--- src/position_frame_packer_unit_macros.svh ---
// ---------------------------------------------------------------------------
// position_frame_packer_unit_macros.svh
// assertion macros used by the frame packer emit stage
// ---------------------------------------------------------------------------
`ifndef POSITION_FRAME_PACKER_UNIT_MACROS_SVH
`define POSITION_FRAME_PACKER_UNIT_MACROS_SVH

// check on every edge outside reset
`define PFP_ASSERT(lbl, prop, msg) \
  lbl: assert property (@(posedge clk) disable iff (!rst_n) prop) else $error(msg);

// check on every edge, reset included
`define PFP_ASSERT_ALWAYS(lbl, prop, msg) \
  lbl: assert property (@(posedge clk) prop) else $error(msg);

`endif

--- src/pfp_pkg.sv ---
// ---------------------------------------------------------------------------
// pfp_pkg
// shared constants and types of the position frame packer
// ---------------------------------------------------------------------------
package pfp_pkg;

  // frame layout
  localparam int unsigned FRAME_LEN = 20;
  localparam int unsigned DATA_LEN  = 18;
  localparam int unsigned IDX_W     = 5;

  localparam logic [IDX_W-1:0] SUM_IDX  = IDX_W'(DATA_LEN);
  localparam logic [IDX_W-1:0] LAST_IDX = IDX_W'(FRAME_LEN - 1);

  // header bytes
  localparam logic [7:0] HDR_0 = 8'hEE;
  localparam logic [7:0] HDR_1 = 8'h90;
  localparam logic [7:0] HDR_2 = 8'h51;

  // coordinate codes must lie strictly between zero and this bound
  localparam logic [31:0] COORD_LIMIT = 32'd1800000000;

  // control from the emit stage back to the cell chain and input side
  typedef struct packed {
    logic shift;  // chain moves one byte toward the head
    logic free;   // a new sample may be taken this cycle
  } pfp_ctl_t;

endpackage

--- src/pfp_cell.sv ---
// ---------------------------------------------------------------------------
// pfp_cell
// one byte cell of the frame chain: parallel load or shift from neighbor
// ---------------------------------------------------------------------------
module pfp_cell (
  input  logic       clk,
  input  logic       load,
  input  logic       shift,
  input  logic [7:0] load_byte,
  input  logic [7:0] from_next,
  output logic [7:0] byte_q
);

  logic [7:0] byte_r;
  logic [7:0] byte_nxt;

  // load wins over shift
  always_comb begin
    byte_nxt = byte_r;
    if (load) begin
      byte_nxt = load_byte;
    end else if (shift) begin
      byte_nxt = from_next;
    end
  end

  always_ff @(posedge clk) begin
    byte_r <= byte_nxt;
  end

  assign byte_q = byte_r;

endmodule

--- src/pfp_emit.sv ---
// ---------------------------------------------------------------------------
// pfp_emit
// head of the chain: byte counter, running checksums and output register
// ---------------------------------------------------------------------------
`include "position_frame_packer_unit_macros.svh"

module pfp_emit (
  input  logic                 clk,
  input  logic                 rst_n,
  input  logic                 load,
  input  logic [7:0]           head_byte,
  input  logic                 out_tready,
  output logic                 out_tvalid,
  output logic [7:0]           out_byte,
  output logic                 out_last,
  output pfp_pkg::pfp_ctl_t    ctl
);

  logic                      busy_r, busy_nxt;
  logic [pfp_pkg::IDX_W-1:0] idx_r, idx_nxt;
  logic [7:0]                sum_r, sum_nxt;
  logic [7:0]                xor_r, xor_nxt;
  logic                      ovalid_r, ovalid_nxt;
  logic [7:0]                obyte_r, obyte_nxt;
  logic                      olast_r, olast_nxt;
  logic                      adv;
  logic                      is_data;
  logic                      is_last;
  logic [7:0]                sel_byte;

  // while a frame is in flight, one byte moves into the output register when it is empty or draining
  assign adv     = busy_r && (!ovalid_r || out_tready);
  assign is_data = idx_r < pfp_pkg::SUM_IDX;
  assign is_last = idx_r == pfp_pkg::LAST_IDX;

  assign ctl.shift = adv;
  assign ctl.free  = !busy_r || (adv && is_last);

  // byte for the current slot
  always_comb begin
    if (is_data) begin
      sel_byte = head_byte;
    end else if (idx_r == pfp_pkg::SUM_IDX) begin
      sel_byte = sum_r;
    end else begin
      sel_byte = xor_r;
    end
  end

  // counter and checksums
  always_comb begin
    busy_nxt = busy_r;
    idx_nxt  = idx_r;
    sum_nxt  = sum_r;
    xor_nxt  = xor_r;
    if (load) begin
      busy_nxt = 1'b1;
      idx_nxt  = '0;
      sum_nxt  = '0;
      xor_nxt  = '0;
    end else if (adv) begin
      if (is_last) begin
        busy_nxt = 1'b0;
        idx_nxt  = '0;
      end else begin
        idx_nxt = idx_r + 1'b1;
      end
      if (is_data) begin
        sum_nxt = sum_r + head_byte;
        xor_nxt = xor_r ^ head_byte;
      end else if (idx_r == pfp_pkg::SUM_IDX) begin
        xor_nxt = xor_r ^ sum_r;
      end
    end
  end

  // output register
  always_comb begin
    ovalid_nxt = ovalid_r;
    obyte_nxt  = obyte_r;
    olast_nxt  = olast_r;
    if (adv) begin
      ovalid_nxt = 1'b1;
      obyte_nxt  = sel_byte;
      olast_nxt  = is_last;
    end else if (out_tready) begin
      ovalid_nxt = 1'b0;
    end
  end

  always_ff @(posedge clk) begin
    if (!rst_n) begin
      busy_r   <= 1'b0;
      idx_r    <= '0;
      ovalid_r <= 1'b0;
    end else begin
      busy_r   <= busy_nxt;
      idx_r    <= idx_nxt;
      ovalid_r <= ovalid_nxt;
    end
  end

  always_ff @(posedge clk) begin
    sum_r   <= sum_nxt;
    xor_r   <= xor_nxt;
    obyte_r <= obyte_nxt;
    olast_r <= olast_nxt;
  end

  assign out_tvalid = ovalid_r;
  assign out_byte   = obyte_r;
  assign out_last   = olast_r;

  // checks
  `PFP_ASSERT(a_load_when_free, load |-> ctl.free, "sample loaded while frame in flight")
  `PFP_ASSERT(a_idx_range, idx_r <= pfp_pkg::LAST_IDX, "byte counter past frame end")
  `PFP_ASSERT(a_idle_idx, !busy_r |-> idx_r == '0, "byte counter not cleared when idle")
  `PFP_ASSERT(a_frame_end, (adv && is_last && !load) |=> !busy_r, "frame did not end")
  `PFP_ASSERT_ALWAYS(a_reset_idle, !rst_n |=> (!busy_r && !ovalid_r), "reset left block busy")

endmodule

--- src/position_frame_packer_unit.sv ---
// ---------------------------------------------------------------------------
// position_frame_packer_unit
// packs one position sample into a 20-byte link frame, sent a byte at a time
// ---------------------------------------------------------------------------
// channel  | dir | handshake         | payload
// in_      | in  | in_tvalid/tready  | in_tdata: 120-bit position sample
// out_     | out | out_tvalid/tready | out_tdata: frame byte, out_tlast: end
//
// a frame is 20 bytes, one byte per cycle while out_tready allows, from an 18-cell shift
// chain followed by the two checksum bytes; the next sample is taken in the
// cycle the last byte enters the output register, so frames run gap-free.
// a sample whose coordinates are out of range is taken but
// produces no output. reset clears control only; frame bytes need none.
// out_tready low with a byte waiting holds the output register and freezes
// the chain.
// ---------------------------------------------------------------------------
module position_frame_packer_unit (
  input  logic         clk,
  input  logic         rst_n,
  input  logic         in_tvalid,
  output logic         in_tready,
  // lng_code[31:0], lat_code[63:32], alt_code[79:64], valid_byte[87:80],
  // range_code[103:88], yaw_code[119:104]
  input  logic [119:0] in_tdata,
  output logic         out_tvalid,
  input  logic         out_tready,
  // frame_byte[7:0]
  output logic [7:0]   out_tdata,
  output logic         out_tlast
);

  logic signed [31:0] lng_code;
  logic signed [31:0] lat_code;
  logic signed [15:0] alt_code;
  logic        [7:0]  valid_byte;
  logic signed [15:0] range_code;
  logic signed [15:0] yaw_code;
  logic               coord_ok;
  logic               load;
  pfp_pkg::pfp_ctl_t  ctl;
  logic [7:0]         load_bytes [pfp_pkg::DATA_LEN];
  logic [7:0]         cell_q     [pfp_pkg::DATA_LEN];

  // unpack sample fields
  assign lng_code   = in_tdata[31:0];
  assign lat_code   = in_tdata[63:32];
  assign alt_code   = in_tdata[79:64];
  assign valid_byte = in_tdata[87:80];
  assign range_code = in_tdata[103:88];
  assign yaw_code   = in_tdata[119:104];

  // both coordinates strictly inside (0, limit); negatives read as huge
  assign coord_ok = (lng_code != '0) && (unsigned'(lng_code) < pfp_pkg::COORD_LIMIT) &&
                    (lat_code != '0) && (unsigned'(lat_code) < pfp_pkg::COORD_LIMIT);

  assign in_tready = ctl.free;
  assign load      = in_tvalid && in_tready && coord_ok;

  // frame bytes 0 to 17, big-endian words
  always_comb begin
    load_bytes[0]  = pfp_pkg::HDR_0;
    load_bytes[1]  = pfp_pkg::HDR_1;
    load_bytes[2]  = pfp_pkg::HDR_2;
    load_bytes[3]  = lng_code[31:24];
    load_bytes[4]  = lng_code[23:16];
    load_bytes[5]  = lng_code[15:8];
    load_bytes[6]  = lng_code[7:0];
    load_bytes[7]  = lat_code[31:24];
    load_bytes[8]  = lat_code[23:16];
    load_bytes[9]  = lat_code[15:8];
    load_bytes[10] = lat_code[7:0];
    load_bytes[11] = alt_code[15:8];
    load_bytes[12] = alt_code[7:0];
    load_bytes[13] = valid_byte;
    load_bytes[14] = range_code[15:8];
    load_bytes[15] = range_code[7:0];
    load_bytes[16] = yaw_code[15:8];
    load_bytes[17] = yaw_code[7:0];
  end

  // byte chain, cell 0 at the head
  for (genvar i = 0; i < pfp_pkg::DATA_LEN; i++) begin : g_cell
    if (i == pfp_pkg::DATA_LEN - 1) begin : g_tail
      pfp_cell u_cell (
        .clk       (clk),
        .load      (load),
        .shift     (ctl.shift),
        .load_byte (load_bytes[i]),
        .from_next (8'h00),
        .byte_q    (cell_q[i])
      );
    end else begin : g_mid
      pfp_cell u_cell (
        .clk       (clk),
        .load      (load),
        .shift     (ctl.shift),
        .load_byte (load_bytes[i]),
        .from_next (cell_q[i+1]),
        .byte_q    (cell_q[i])
      );
    end
  end

  // checksum and output stage
  pfp_emit u_emit (
    .clk        (clk),
    .rst_n      (rst_n),
    .load       (load),
    .head_byte  (cell_q[0]),
    .out_tready (out_tready),
    .out_tvalid (out_tvalid),
    .out_byte   (out_tdata),
    .out_last   (out_tlast),
    .ctl        (ctl)
  );

endmodule
--- config.mk ---
export PLATFORM = sky130hd
export DESIGN_NAME = position_frame_packer_unit
export DESIGN_NICKNAME = d
export VERILOG_FILES = /design/src/pfp_pkg.sv /design/src/pfp_cell.sv /design/src/pfp_emit.sv /design/src/position_frame_packer_unit.sv
export VERILOG_INCLUDE_DIRS = /design/src /design/src/src
export SDC_FILE = /design/constraint.sdc
export NUM_CORES = 1
export LEC_CHECK = 0
export BUFFER_PORTS_ARGS = -buffer_cell sky130_fd_sc_hd__buf_2
export CORE_MARGIN = 2
export CORE_UTILIZATION = 25
export CTS_CLUSTER_SIZE = 25
export DETAILED_ROUTE_END_ITERATION = 7
export PLACE_DENSITY = 0.52
export SLEW_MARGIN = 10
export SYNTH_ARGS = -nofsm -noshare
export SYNTH_HDL_FRONTEND = slang
export SYNTH_HIERARCHICAL = 1
export SYNTH_SLANG_ARGS = --single-unit
--- constraint.sdc ---
create_clock -name clk -period 5.1 [get_ports clk]
set_clock_uncertainty 0.15 [all_clocks]
set_input_delay 0.255 -clock clk [delete_from_list [all_inputs] [get_ports clk]]
set_output_delay 0.255 -clock clk [all_outputs]
set_load 0.02 [all_outputs]
==> results.cfg <==
[run_status]
status = finished, final reports clean

[route]
vias = 5433
wl_microns = 21200
viasPerCell = 4.21
drc = 0
post_drt_wl_per_cell_microns = 16.5
drt_iter0_drc = 307
first_pass_iters = 4
drtAntennaViolNets = 0

[synthesis]
ys_seq_area_share_pct = 56.7
yosysTopAreaCell = edfxtp_1
yosysWarnings = 6
ys_types = 57
yosys-top-cells-count = 153 x edfxtp_1, 144 x mux2_4, 32 x nand2_1
synth_ff_type = edfxtp_1
synth_edf_count = 153
yosysTopAreaCellShare_pct = 51.6
synthCells = 566
synth_area_leaders = edfxtp_1 52%, mux2_4 24%, dfxtp_1 5.2%
yosys_register_bits = 176
synthArstFlopShare_pct = 0
synthesis.area_sq_um = 8910
yosysMostFrequentCell = edfxtp_1
syn_area_per_cell_sq_um = 15.7

[worst_setup_path]
rr_startpoint = u_emit/out_tvalid$_SDFFE_PN0P_
crit_path_end_kind = flop
required_ns = 5.05
critPathLaunchType = flop
criticalPathCategory = reg -> reg
cp.arrival_ns = 3.48
r2r_slack_ns = 1.56
r2r_cells = 11
worstPathMaxFanout = 61
worstSetupStartpoint = u_emit/out_tvalid$_SDFFE_PN0P_

[layout]
layout.cells.non_filler = 1289
drive_gt1_share_pct = 40.8
area_delta_synth_final_pct = 29.0
fin_nets = 943
finalInstanceArea_sq_um = 11500

[placed_design]
gp_congestion = 0.820
port-buffer-count = 134
dp_slack_ns = 1.51
dpl.cell_count = 1173
dp_hpwl_microns = 15700
place_area_sq_um = 10100

[timing]
min_period_over_period_pct = 69.3
fin_ws_ns = 1.56
final-hold-violation-count = 0
finalSetupViolations = 0
timing.slew.headroom_pct = 46.3
maxSlewViolCount = 0
post-route-min-period_ns = 3.54
tightest_slew_ns = 0.799
fmax_mhz = 283
setup_tns_ns = 0
rsz0062_at_grt = false

[clock_network]
numCtsBuffers = 17
cts_tree = done
cts_max_path_buffers = 2
clk-insertion-delay-late_ns = 0.44
post-cts-setup-buffer-count = 0
clkTransAtPathRegs_ns = 0.07
cts.sinks = 176
root_buffer = clkbuf_16
cts_max_level = 4

[min_path]
hold-path-cell-count = 2
hp-start = in_tdata[8]
hp-class = in -> reg

[floorplan]
fp.coreArea_sq_um = 35300
die-area_sq_um = 37200
start_util_pct = 25.2
row_count = 69
die_x_microns = 193
io_pins = 135
fp.dieH_microns = 193

[grt]
antenna_found_initial = 4
grt_pass1_vias = 5687
grt_max_degree = 62
grt_remaining_overflow = 0
grt_usage_pct = 11.8
grt_pass1_wl_microns = 32100

[power_and_ir_drop]
p_total_w = 0.00361
ir_worst_vdd_uv = 239
p_leak_nw = 4.40
p_per_area_nw_per_um2 = 314

[run]
maxCapViolCount = 0
repair_timing:
action / in CTS / in global routing
endpoints found under the setup margin: 0 / 0
endpoints found under the hold margin: 80 / 0
resized for setup: 0 / 0
hold buffers: 78 / 0
worst max-delay path: stages (launching register included):
cell	delay [ns]
dfxtp_1	0.31
nand2b_1	0.24
and2_1	0.20
nand4_1	0.12
nand2_1	0.19
nand4_1	0.10
a311oi_1	0.22
o41ai_1	0.16
nor4_4	0.35
buf_12	0.39
buf_12	0.35
or2_1	0.36
placed cells by master (no fill, tap or decap), drive strengths merged, types with 4 or more instances in the layout:
| master | instances |
|---|---|
| dlygate4sd3 | 78 |
| mux2i | 8 |
| nor2 | 22 |
| and3 | 6 |
| edfxtp | 153 |
| a21oi | 21 |
| clkinv | 5 |
| a211oi | 4 |
| xnor2 | 10 |
| o21ai | 14 |
| inv | 17 |
| conb | 32 |
| nand3 | 7 |
| clkbuf | 17 |
| diode | 6 |
| nor4 | 14 |
| mux2 | 144 |
| dfxtp | 23 |
| ha | 9 |
| buf | 142 |
| nand2 | 32 |
| nand4 | 6 |
| or2 | 19 |
sequential cells by signal (all words and copies together) (netlist names):
register	flops
u_emit/idx_r	5
g_cell.g_mid.u_cell/byte_q	136
u_emit/sum_r	8
u_emit/out_byte	8
u_emit/xor_r	8
u_emit/out_tvalid	1
g_cell.g_tail.u_cell/byte_q	8
u_emit/out_last	1
u_emit/busy_r	1
path summary, 6_finish.rpt:
path                                                        to
setup / recovery  g_cell[17].g_tail.u_cell/byte_q[5]$_DFFE_PP_
hold / removal      g_cell[5].g_mid.u_cell/byte_q[0]$_DFFE_PP_
setup reg to reg  g_cell[17].g_tail.u_cell/byte_q[5]$_DFFE_PP_
hold reg to reg                   u_emit/sum_r[0]$_SDFFE_PP0P_
report_power, final:
group          internal [W]  total [W]  switching, W
Clock              0.000652    0.00128      0.000626
Sequential          0.00171    0.00178     0.0000743
Combinational      0.000305   0.000551      0.000246
Total               0.00267    0.00361      0.000946
logic make-up after synthesis:
family	Yosys count	share of synthesized area, %
DFF	176	56.7
muxes	152	25.2
and+or+nand+nor	122	7.26
AOI/OAI and AO/OA	58	4.83
buffers and inverters	33	3.13
xor gates and xnor gates	13	1.28
adders and majority gates	10	1.49
other	2	0.0843
through the flow:
stage / util, % / hold WS, ns
floorplan: - / 0.245
global placement: 28.7 / 0.346
detailed placement: 28.7 / 0.358
CTS: 32.5 / 0.00108
global route: 32.5 / 0.00145
finish: 32.5 / 0.0155
cell type report:
type / count / area, sq um
Antenna cell: 6 / 15.0
Clock buffer: 17 / 425
Clock inverter: 15 / 144
Fill cell: 3461 / 23800
Inverter: 7 / 26.3
Multi-Input combinational cell: 387 / 3710
Sequential cell: 176 / 5050
Tap cell: 461 / 577
Timing Repair Buffer: 220 / 1540
per-layer routing:
layer | part of all wire (%) | up-vias | GRT usage [%] | wire length [microns]
li1 | - | 2629 | - | -
met1 | 40 | 2641 | 13.4 | 8450
met2 | 53 | 141 | 21.5 | 11300
met3 | 5.3 | 20 | 3.04 | 1130
met4 | 1.6 | 2 | 3.55 | 344
met5 | 0.042 | - | 0 | 9
No activity file was read; power rests on OpenSTA's default activity.
